===== src/rtl/core/lghd_pkg.sv =====
// Shared widths, register codes, pipeline records and helpers for the
// lidar ground hole detector. No dependencies.
`timescale 1ns / 1ps

package lghd_pkg;

  localparam int unsigned CRD_W    = 20;  // coordinates, plane offset
  localparam int unsigned NRM_W    = 16;  // Q1.15 normal components
  localparam int unsigned NRM_FRAC = 15;
  localparam int unsigned TOL_W    = 16;
  localparam int unsigned DIF_W    = CRD_W + 1;  // point minus origin
  localparam int unsigned DEN_W    = 38;         // den and num, signed
  localparam int unsigned MAG_W    = DEN_W - 1;  // |den|, |num|
  localparam int unsigned R2_W     = 42;         // squared range
  localparam int unsigned RP_W     = 21;         // range of the point
  localparam int unsigned SQ_W     = R2_W + 1;
  localparam int unsigned SQ_STEPS = RP_W;       // one result bit per stage
  localparam int unsigned NUM_LO_W = 19;         // low part of |num|
  localparam int unsigned NUM_HI_W = MAG_W - NUM_LO_W;
  localparam int unsigned PL_W     = NUM_LO_W + RP_W;
  localparam int unsigned PH_W     = NUM_HI_W + RP_W;
  localparam int unsigned PRD_W    = MAG_W + RP_W;
  localparam int unsigned DIV_W    = 62;
  localparam int unsigned QUO_W    = 22;         // quotient clamps at 2^22-1
  localparam int unsigned EXT_W    = QUO_W + 1;
  localparam int unsigned IX_W     = EXT_W + 1;
  localparam int unsigned CMP_W    = IX_W + 1;
  localparam int unsigned LANES    = 4;          // x, y, z, range
  localparam int unsigned LANE_R   = 3;
  localparam int unsigned FIFO_DEPTH = 4;
  localparam int unsigned FIFO_AW  = $clog2(FIFO_DEPTH);
  localparam int unsigned BK_STAGES = (SQ_STEPS + 1) + 2 + (QUO_W + 1);

  localparam int HEIGHT_MARGIN = 100;
  localparam int CRD_MAX = 2 ** (CRD_W - 1) - 1;
  localparam int CRD_MIN = -(2 ** (CRD_W - 1));

  localparam int unsigned CFG_IDX_W  = 3;
  localparam int unsigned CFG_DATA_W = CRD_W;

  typedef enum logic [CFG_IDX_W-1:0] {
    REG_ORIGIN_X   = 3'd0,
    REG_ORIGIN_Y   = 3'd1,
    REG_ORIGIN_Z   = 3'd2,
    REG_NORMAL_A   = 3'd3,
    REG_NORMAL_B   = 3'd4,
    REG_NORMAL_C   = 3'd5,
    REG_PLANE_OFS  = 3'd6,
    REG_RANGE_TOL  = 3'd7
  } reg_idx_e;

  typedef struct packed {
    logic signed [CRD_W-1:0] ox;
    logic signed [CRD_W-1:0] oy;
    logic signed [CRD_W-1:0] oz;
    logic signed [NRM_W-1:0] a;
    logic signed [NRM_W-1:0] b;
    logic signed [NRM_W-1:0] c;
    logic signed [CRD_W-1:0] d;
    logic [TOL_W-1:0]        tol;
  } cfg_t;

  // one non-parallel point handed from front to back
  typedef struct packed {
    logic signed [CRD_W-1:0] px;
    logic signed [CRD_W-1:0] py;
    logic signed [CRD_W-1:0] pz;
    logic signed [DIF_W-1:0] dx;
    logic signed [DIF_W-1:0] dy;
    logic signed [DIF_W-1:0] dz;
    logic signed [DEN_W-1:0] den;
    logic signed [DEN_W-1:0] num;
    logic [R2_W-1:0]         r2;
  } job_t;

  typedef struct packed {
    job_t            job;
    logic [SQ_W-1:0] v;
    logic [SQ_W-1:0] r;
  } sq_t;

  typedef struct packed {
    logic [LANES-1:0][PL_W-1:0] pl;
    logic [LANES-1:0][PH_W-1:0] ph;
    logic [MAG_W-1:0]           abs_den;
    logic [2:0]                 neg;
    logic signed [CRD_W-1:0]    px;
    logic signed [CRD_W-1:0]    py;
    logic signed [CRD_W-1:0]    pz;
    logic [RP_W-1:0]            rp;
  } mul_t;

  typedef struct packed {
    logic [LANES-1:0][DIV_W-1:0] rem;
    logic [LANES-1:0][QUO_W-1:0] quo;
    logic [LANES-1:0]            ovf;
    logic [DIV_W-1:0]            dvs;
    logic [2:0]                  neg;
    logic signed [CRD_W-1:0]     px;
    logic signed [CRD_W-1:0]     py;
    logic signed [CRD_W-1:0]     pz;
    logic [RP_W-1:0]             rp;
  } div_t;

  function automatic logic [MAG_W-1:0] abs_wide(input logic signed [DEN_W-1:0] v);
    logic signed [DEN_W-1:0] t;
    t = v[DEN_W-1] ? -v : v;
    return t[MAG_W-1:0];
  endfunction

  function automatic logic [DIF_W-1:0] abs_dif(input logic signed [DIF_W-1:0] v);
    return v[DIF_W-1] ? DIF_W'(-v) : DIF_W'(v);
  endfunction

  function automatic logic [CRD_W-1:0] sat_crd(input logic signed [IX_W-1:0] v);
    logic [CRD_W-1:0] r;
    if (v > IX_W'(CRD_MAX)) begin
      r = CRD_W'(CRD_MAX);
    end else if (v < IX_W'(CRD_MIN)) begin
      r = CRD_W'(CRD_MIN);
    end else begin
      r = v[CRD_W-1:0];
    end
    return r;
  endfunction

endpackage


===== src/rtl/core/lghd_fifo.sv =====
// Short job queue between front and back end.
// Depends on lghd_pkg.
`timescale 1ns / 1ps

module lghd_fifo import lghd_pkg::*; (
  input  logic clk_i,
  input  logic rst_ni,
  input  logic push_i,
  input  job_t job_i,
  output logic full_o,
  input  logic pop_i,
  output job_t head_o,
  output logic head_vld_o
);

  job_t                 mem_q [FIFO_DEPTH];
  logic [FIFO_AW-1:0]   wr_q, rd_q;
  logic [FIFO_AW:0]     cnt_q;

  assign full_o     = (cnt_q == (FIFO_AW+1)'(FIFO_DEPTH));
  assign head_vld_o = (cnt_q != '0);
  assign head_o     = mem_q[rd_q];

  always_ff @(posedge clk_i or negedge rst_ni) begin
    if (!rst_ni) begin
      wr_q  <= '0;
      rd_q  <= '0;
      cnt_q <= '0;
    end else begin
      if (push_i) wr_q <= wr_q + 1'b1;
      if (pop_i)  rd_q <= rd_q + 1'b1;
      if (push_i && !pop_i) begin
        cnt_q <= cnt_q + 1'b1;
      end else if (pop_i && !push_i) begin
        cnt_q <= cnt_q - 1'b1;
      end
    end
  end

  always_ff @(posedge clk_i) begin
    if (push_i) mem_q[wr_q] <= job_i;
  end

  a_no_overflow: assert property (@(posedge clk_i) disable iff (!rst_ni)
    !(push_i && full_o))
    else $error("push into full queue");

  a_no_underflow: assert property (@(posedge clk_i) disable iff (!rst_ni)
    !(pop_i && !head_vld_o))
    else $error("pop from empty queue");

  a_cnt_up: assert property (@(posedge clk_i) disable iff (!rst_ni)
    (push_i && !pop_i) |=> (cnt_q == $past(cnt_q) + 1'b1))
    else $error("queue count lost a push");

endmodule


===== config.mk =====
export PLATFORM = sky130hd
export DESIGN_NAME = lghd_fifo
export DESIGN_NICKNAME = d
export VERILOG_FILES = /design/src/rtl/core/lghd_pkg.sv /design/src/rtl/core/lghd_fifo.sv
export SDC_FILE = /design/constraint.sdc
export NUM_CORES = 1
export LEC_CHECK = 0
export ABC_CLOCK_PERIOD_IN_PS = 11000
export BUFFER_PORTS_ARGS = -buffer_cell sky130_fd_sc_hd__buf_2
export CORE_ASPECT_RATIO = 0.6
export CORE_MARGIN = 1.5
export CORE_UTILIZATION = 61
export CTS_CLUSTER_DIAMETER = 40
export DETAILED_ROUTE_END_ITERATION = 7
export HOLD_SLACK_MARGIN = 0.02
export PLACE_DENSITY_LB_ADDON = 0.08
export SLEW_MARGIN = 20
export SYNTH_ARGS = -nofsm -noshare
export SYNTH_HDL_FRONTEND = slang
export SYNTH_SLANG_ARGS = --single-unit
export TNS_END_PERCENT = 20

===== constraint.sdc =====
create_clock -name clk_i -period 11 [get_ports clk_i]
set_input_delay 1.1 -clock clk_i [delete_from_list [all_inputs] [get_ports clk_i]]
set_output_delay 1.1 -clock clk_i [all_outputs]
set_load 0.01 [all_outputs]

### Yosys cells after proc, flatten, opt, wreduce, memory -nomap -nowiden

Memory sizes are Yosys's and may differ from the RTL's.
Index checks and enable logic that the tools add are counted.

* flip-flop bits (word level): 7
* input bits: 245
* memories: 1
* bits in writable memories: 964
* word-level logic and storage cells: 19

Memory list
* mem_q: depth 4, width 241, read ports 1, clocked after memory_dff 0, write ports 1, RTL line lghd_fifo.sv:16 `job_t mem_q [FIFO_DEPTH];`

* multiplexer cells: 4
* reduce and logical (&&, ||, !) cells: 6
* equal/unequal tests: 1
* $add $sub $neg: 4

Operators with widths (number)
* $mux 3: 2
* $add 2x1->2 const B: 2
* $add 3x1->3 const B: 1
* $eq 3x3->1 const B: 1
* $reduce_bool 3->1: 1
* $sub 3x1->3 const B: 1
* $logic_and 1x1->1: 2
* $logic_not 1->1: 2
* $mux 1: 2
* $reduce_bool 2->1: 1

### Logic depth before layout (Yosys ltp)

Gate-level depths: netlist of the first run.

* depth after elaboration: 4
* gate-level depth with buffers: 7

### Worst setup path before layout of the first run

OpenSTA, ideal clock, no wires.

* path kind: input-to-reg
* from: input push_i
* to: memory mem_q[1][0] in the netlist's numbering (enable)
* required time: 10.369 ns
* library setup time: 0.631 ns
* setup slack: 3.817 ns
* stages on the path: 1
* path buffers: 0
* data arrival time: 6.551 ns
* path through: and2_1

* word-level cells in the longest chain between the ends: 2

RTL lines
* start, declared: RTL line lghd_fifo.sv:8 `input logic push_i,`
* $mux 1: RTL line lghd_fifo.sv:41 `if (push_i) mem_q[wr_q] <= job_i;`
* $mux 1 (implied by the code): RTL line lghd_fifo.sv:41
* end, declared: RTL line lghd_fifo.sv:16

Every way passes these cells.

==> results of run 1 <==
## power groups by stage
stage / Combinational (uW) / Clock [uW] / Sequential [uW]
finish: 3110 / 2780 / 5040
detailed placement: 3180 / 0 / 5130
floorplan: 2100 / 0 / 5180
global route: 3320 / 2980 / 5100
global placement: 3180 / 0 / 5080
CTS: 3200 / 2840 / 5050
## per-stage QoR
step,power [uW],cell area [um^2]
2_1_floorplan,7280,35100
4_1_cts,11100,40900
3_3_place_gp,8260,38300
3_5_place_dp,8310,38300
6_report,10900,40900
5_1_grt,11400,40900
## worst max-delay path by stage
stage                        startpoint                    end  slack [ns]  cells after the start
floorplan                        push_i  mem_q[1][0]$_DFFE_PP_        3.82                      1
finish              rd_q[1]$_DFFE_PN0P_             head_o[89]        5.96                      4
detailed placement  rd_q[1]$_DFFE_PN0P_             head_o[89]        6.52                      4
CTS                 rd_q[1]$_DFFE_PN0P_             head_o[89]        5.81                      4
global placement    rd_q[1]$_DFFE_PN0P_             head_o[98]        6.47                      4
global route        rd_q[0]$_DFFE_PN0P_             head_o[98]        5.73                      4
## cell type report
type / count / area [um^2] / area share
Multi-Input combinational cell: 264 / 5640 / 0.138
Tap cell: 759 / 950 / 0.0232
Inverter: 4 / 15.0 / 0.000367
Clock buffer: 102 / 2170 / 0.0530
Antenna cell: 11 / 27.5 / 0.000673
Clock inverter: 52 / 399 / 0.00975
Sequential cell: 971 / 29100 / 0.712
Timing Repair Buffer: 506 / 2590 / 0.0634
## routing by layer
metal / share of wire / wire (um)
met1: 0.39 / 26200
met2: 0.52 / 35100
met3: 0.069 / 4690
met4: 0.021 / 1450
met5: 0.0013 / 85
## worst max-delay path: stages, from the launching register on
cell and delay [ns]:
dfrtp_4 0.82, buf_4 0.87, buf_4 0.86, mux4_2 0.47, buf_2 0.17
## logic make-up after synthesis
kind of cell,after synthesis
simple gates,9
xor+xnor,6
compound gates,1
mux,242
fa+ha+maj,6
buf+inv,58
flops,971
## flip-flops by register name, summed over array words and instances (netlist names)
signal	flops
cnt_q	3
mem_q	964
rd_q	2
wr_q	2
## placed cells by master (no fill, tap or decap), types with 2 or more instances in the layout
cell type	count
buf_2	487
and2_4	4
ha_1	5
xor2_1	4
dfrtp_4	2
edfxtp_1	964
buf_4	18
clkbuf_16	84
mux4_2	241
xnor2_1	2
dfrtp_1	5
clkinv_4	3
inv_1	4
bufinv_16	5
clkbuf_1	18
clkinv_2	13
inv_6	5
diode_2	11
clkinv_1	24
nand2_1	2
==> impl_metrics.ini, run 1 <==
[clock_network]
cts_max_path_buffers = 3
cts_resized = 0
ctsHtreeMaxLevel = 3
numCtsBuffers = 83
clkLatencyLatePin_ns = 0.63
post_cts_buffers = 0
cts-root-buf = clkbuf_16
cts_tree = done
clkTransAtPathRegs_ns = 0.06
cts_num_sinks = 971
holdBufCountCts = 0

[yosys]
netlist_top_cells_area = edfxtp_1, mux4_2, buf_6
synth-edff-count = 964
synth.ff_latch_count = 971
synth-compound-area-share = 0.000142
seq_area_frac_synth = 0.829
syn_inst = 1293
synth.most_common_cell = edfxtp_1
yosys-top-cells-count = edfxtp_1, mux4_2, buf_2
synthSimpleGateAreaFrac = 0.00142
synth_fa_ha_area_frac = 0.00235
yosysTopAreaCell = edfxtp_1
synthMuxAreaShare = 0.155
synth_top_family_by_area = multiplexers
synth_nets = 1544
yosysWarnings = 0
synth-xor-area-share = 0.00150
synthFlopType = edfxtp_1
async_reset_ff_frac = 0.00721
ys_types = 18
synth_top_area_frac = 0.824
syn_area_per_cell_um2 = 27.2
mappedNetlistArea_um2 = 35100

[setup_path]
critical_path_arrival_ns = 3.94
rr_startpoint = wr_q[0]$_DFFE_PN0P_
worstSetupPathType = reg2out
critPathMaxFanout = 68
startpoint_type = flop
required_ns = 9.90
timing.reg2reg.worst_path_depth = 5
rrSetupSlack_ns = 7.44
cp-end-kind = output pin
r2r-end = mem_q[0][130]$_DFFE_PP_

[grt]
met2_usage = 0.385
grt_overflow = 0
track_usage = 0.234
grtUsageMet3 = 0.0643
grt_pass1_vias = 16200
grt-busiest-layer = met2
antenna_found_initial = 19
grt_pass1_wl_um = 101000
grt_max_degree = 93
met1_usage = 0.313

[placement]
portBuffers = 487
dp_slack_ns = 6.52
dp_hpwl_um = 40600
gp_congestion = 0.755
placed_cells = 2504

[timing]
skew_ns = 0.0221
whs_ns = 0.303
slew_violations = 0
worstMarginPinSlew_ns = 1.08
layout_setup_ws_ns = 5.96
rsz0062_at_grt = false
period_share = 0.458
setup_tns_ns = 0
min_period_ns = 5.04
final-setup-viol-count = 0
finalHoldViolations = 0
max-slew-margin-rel = 0.278
max_freq_mhz = 198

[floorplan]
die_height_um = 189
initial_core_util = 0.624
row_count = 67
die_x_um = 313
core-area_um2 = 56300
pin_count = 488
dieArea_um2 = 59100

[pwr]
p_seq_frac = 0.461
p_per_area_nw_per_um2 = 267
clkPwrFrac = 0.254
p_leak_uw = 0.0139
p_int_uw = 7750
switching_share = 0.291
comb_power_share = 0.285
p_sw_uw = 3180
vdd_drop_max_v = 0.000217

[drt]
viasPerCell = 5.77
first_pass_iters = 5
antenna_left = 0
drtIter0Drc = 1305
wirelength_um = 67600
drt-wirelength-per-cell_um = 25.3
via_count = 15400
drc_errors = 0

[cells_and_area]
drive_gt1_frac = 0.456
fillers = 3324
post-route-util = 0.726
area_delta_synth_final_pct = 16.4
nets = 2081
fin_cells = 2669

[run]
drv_cap = 0

[outcome]
outcome = finished, final reports clean

[min_path]
worstHoldPathType = in2async
Power figures use the tool's default switching activity.
==> run 2: changes to the inputs <==
--- a/config.mk
+++ b/config.mk
@@ -5,11 +5,12 @@
 export SDC_FILE = /design/constraint.sdc
 export NUM_CORES = 1
 export LEC_CHECK = 0
-export ABC_CLOCK_PERIOD_IN_PS = 11000
+export ABC_AREA = 1
+export ABC_CLOCK_PERIOD_IN_PS = 4550
 export BUFFER_PORTS_ARGS = -buffer_cell sky130_fd_sc_hd__buf_2
 export CORE_ASPECT_RATIO = 0.6
 export CORE_MARGIN = 1.5
-export CORE_UTILIZATION = 61
+export CORE_UTILIZATION = 52
 export CTS_CLUSTER_DIAMETER = 40
 export DETAILED_ROUTE_END_ITERATION = 7
 export HOLD_SLACK_MARGIN = 0.02
==> constraint.sdc (replaced) <==
create_clock -name clk_i -period 4.55 [get_ports clk_i]
set_input_delay 0.455 -clock clk_i [delete_from_list [all_inputs] [get_ports clk_i]]
set_output_delay 0.455 -clock clk_i [all_outputs]
set_load 0.01 [all_outputs]
==> run 2 against run 1 <==
Combinational power increased to 3.3 times the previous value. First-iteration DRC count increased by 38%. Final area increased by 16%. Core utilization decreased by 7.1 points. Die area increased by 27%. Clock skew increased by 0.0080 ns. Sequential share of layout area decreased by 9.7 points. Flip-flop and latch count unchanged. Sequential power increased by 140%. Total power increased to 2.8 times the previous value. Cell count increased by 73%. Largest cell class unchanged. Worst hold slack got worse by 0.24 ns.
==> impl_metrics.ini, run 2 <==
[outcome]
outcome = finished, final reports clean

[floorplan]
initial_core_util = 0.530
pin_count = 488
die_x_um = 353
row_count = 76
core-area_um2 = 72300
dieArea_um2 = 75300
die_height_um = 213

[placement]
dp_slack_ns = 1.89
gp_congestion = 0.802
dp_hpwl_um = 51100
placed_cell_area_um2 = 41800
portBuffers = 487

[cells_and_area]
design_area_um2 = 47400
nets = 3815
area_delta_synth_final_pct = 23.9
largest_reg_flops = 964
final_common_cell = edfxtp_1
final_cell_mix = edfxtp_1, nand2_1, inv_1, buf_2, o211ai_1
registers.top_by_ff_count = mem_q
drive_gt1_frac = 0.191
reg_top3 = mem_q x964, cnt_q x3

[drt]
drtIter0Drc = 1799
drt-wirelength-per-cell_um = 18.7
antenna_left = 0
viasPerCell = 5.13
via_count = 23800
first_pass_iters = 6
wirelength_um = 86500
drc_errors = 0

[pwr]
p_sw_uw = 10700
comb_power_share = 0.335
clkPwrFrac = 0.265
p_int_uw = 19800
switching_share = 0.351
p_per_area_nw_per_um2 = 643
vdd_drop_max_v = 0.000528
p_leak_uw = 0.0189
p_seq_frac = 0.400

[yosys]
seq_area_frac_synth = 0.761
synthFlopType = edfxtp_1
yosysTopAreaCell = edfxtp_1
netlist_top_cells_area = edfxtp_1, o211ai_1, nand2_1
synth-edff-count = 964
yosysWarnings = 0
syn_inst = 2860
syn_area_per_cell_um2 = 13.4
synth.ff_latch_count = 971
yosys-top-cells-count = edfxtp_1, nand2_1, inv_1
mappedNetlistArea_um2 = 38300
async_reset_ff_frac = 0.00721
ys_types = 19
synth.most_common_cell = edfxtp_1
synth_top_area_frac = 0.756
synth_nets = 3111

[setup_path]
required_ns = 4.09
startpoint_type = flop
worstSetupPathType = reg2out
rr_startpoint = wr_q[0]$_DFFE_PN0P_
cp-end-kind = output pin
worstSetupStartpoint = rd_q[1]$_DFFE_PN0P_
critical_path_arrival_ns = 2.83
critPathMaxFanout = 98

[grt]
grt_max_degree = 156
track_usage = 0.227
grt_overflow = 0
grt_pass1_vias = 23400
antenna_found_initial = 8
grt_pass1_wl_um = 132000

[clock_network]
post_cts_buffers = 0
cts_num_sinks = 971
cts_max_path_buffers = 3
clkLatencyLatePin_ns = 0.65
numCtsBuffers = 98
cts_tree = done
cts-root-buf = clkbuf_16
clkTransAtPathRegs_ns = 0.06
ctsHtreeMaxLevel = 3

[min_path]
worstHoldPathType = in2reg
holdCritStartpoint = job_i[54]

[timing]
slew_violations = 0
layout_setup_ws_ns = 1.26
max_freq_mhz = 304
period_share = 0.723
max-slew-margin-rel = 0.313
whs_ns = 0.0627
rsz0062_at_grt = false
skew_ns = 0.0300
final-setup-viol-count = 0
min_period_ns = 3.29
finalHoldViolations = 0
worstMarginPinSlew_ns = 1.03

[run]
drv_cap = 0
run 2: changes by cell type after synthesis, sizes merged, moves of 4 or more:
cell,delta
buf,+81
inv,+490
and2,-4
mux4,-241
o211ai,+482
nand2,+735
clkbuf,+26
run 2: layout make-up:
cell class | count | area, um^2
Antenna cell | 6 | 15.0
Clock buffer | 120 | 2640
Clock inverter | 63 | 634
Fill cell | 5264 | 24900
Inverter | 494 | 1880
Multi-Input combinational cell | 1234 | 6550
Sequential cell | 971 | 29100
Tap cell | 975 | 1220
Timing Repair Buffer | 765 | 5340
run 2: per-stage QoR:
step	util	setup TNS [ns]	power (uW)	std cells
3_5_place_dp	0.578	0	22500	4207
6_report	0.656	0	30500	4628
2_1_floorplan	-	-119.80	18600	2860
3_3_place_gp	0.578	0	22400	4207
5_1_grt	0.656	0	32200	4626
4_1_cts	0.656	0	30800	4622
run 2: path summary, 6_finish.rpt:
path	to	slack, ns	cells past startpoint
max	head_o[83]	1.26	5
min	mem_q[1][54]$_DFFE_PP_	0.06	1
max reg2reg	mem_q[2][155]$_DFFE_PP_	2.02	5
min reg2reg	cnt_q[2]$_DFFE_PN0P_	0.55	2
max in group asynchronous	rd_q[0]$_DFFE_PN0P_	4.18	2
min in group asynchronous	cnt_q[1]$_DFFE_PN0P_	0.17	2
run 2: routing by layer:
layer | track usage | part of all wire | routed length, um
met4 | 0.0836 | 0.031 | 2680
met5 | 0 | 0.00038 | 33
met3 | 0.0472 | 0.060 | 5230
met2 | 0.375 | 0.49 | 42400
met1 | 0.301 | 0.42 | 36100
run 2: kinds of logic after synthesis:
family / count (synthesis) / share of synthesized area
xor gates and xnor gates: 4 / 0.000915
and+or+nand+nor: 741 / 0.0728
buffers and inverters: 655 / 0.0686
AOI/OAI and AO/OA: 483 / 0.0947
DFF: 971 / 0.761
adders and majority gates: 6 / 0.00216
run 2: repair_timing:
action	in CTS	in global routing
endpoints found under the hold margin	926	0
resized for setup	0	0
hold buffers	232	0
run 2: worst max-delay path, cell delays in order (launching register included):
cell	delay, ns
dfrtp_4	0.64
inv_8	0.57
buf_12	0.44
o211ai_1	0.18
nand2_1	0.11
buf_2	0.15
run 2: power groups by stage:
stage          sequential (uW)  clock [uW]  combinational [uW]
2_1_floorplan            12400           0                6250
3_3_place_gp             12300           0               10000
4_1_cts                  12200        8230               10400
6_report                 12200        8070               10200
5_1_grt                  12300        8580               11200
3_5_place_dp             12400           0               10100
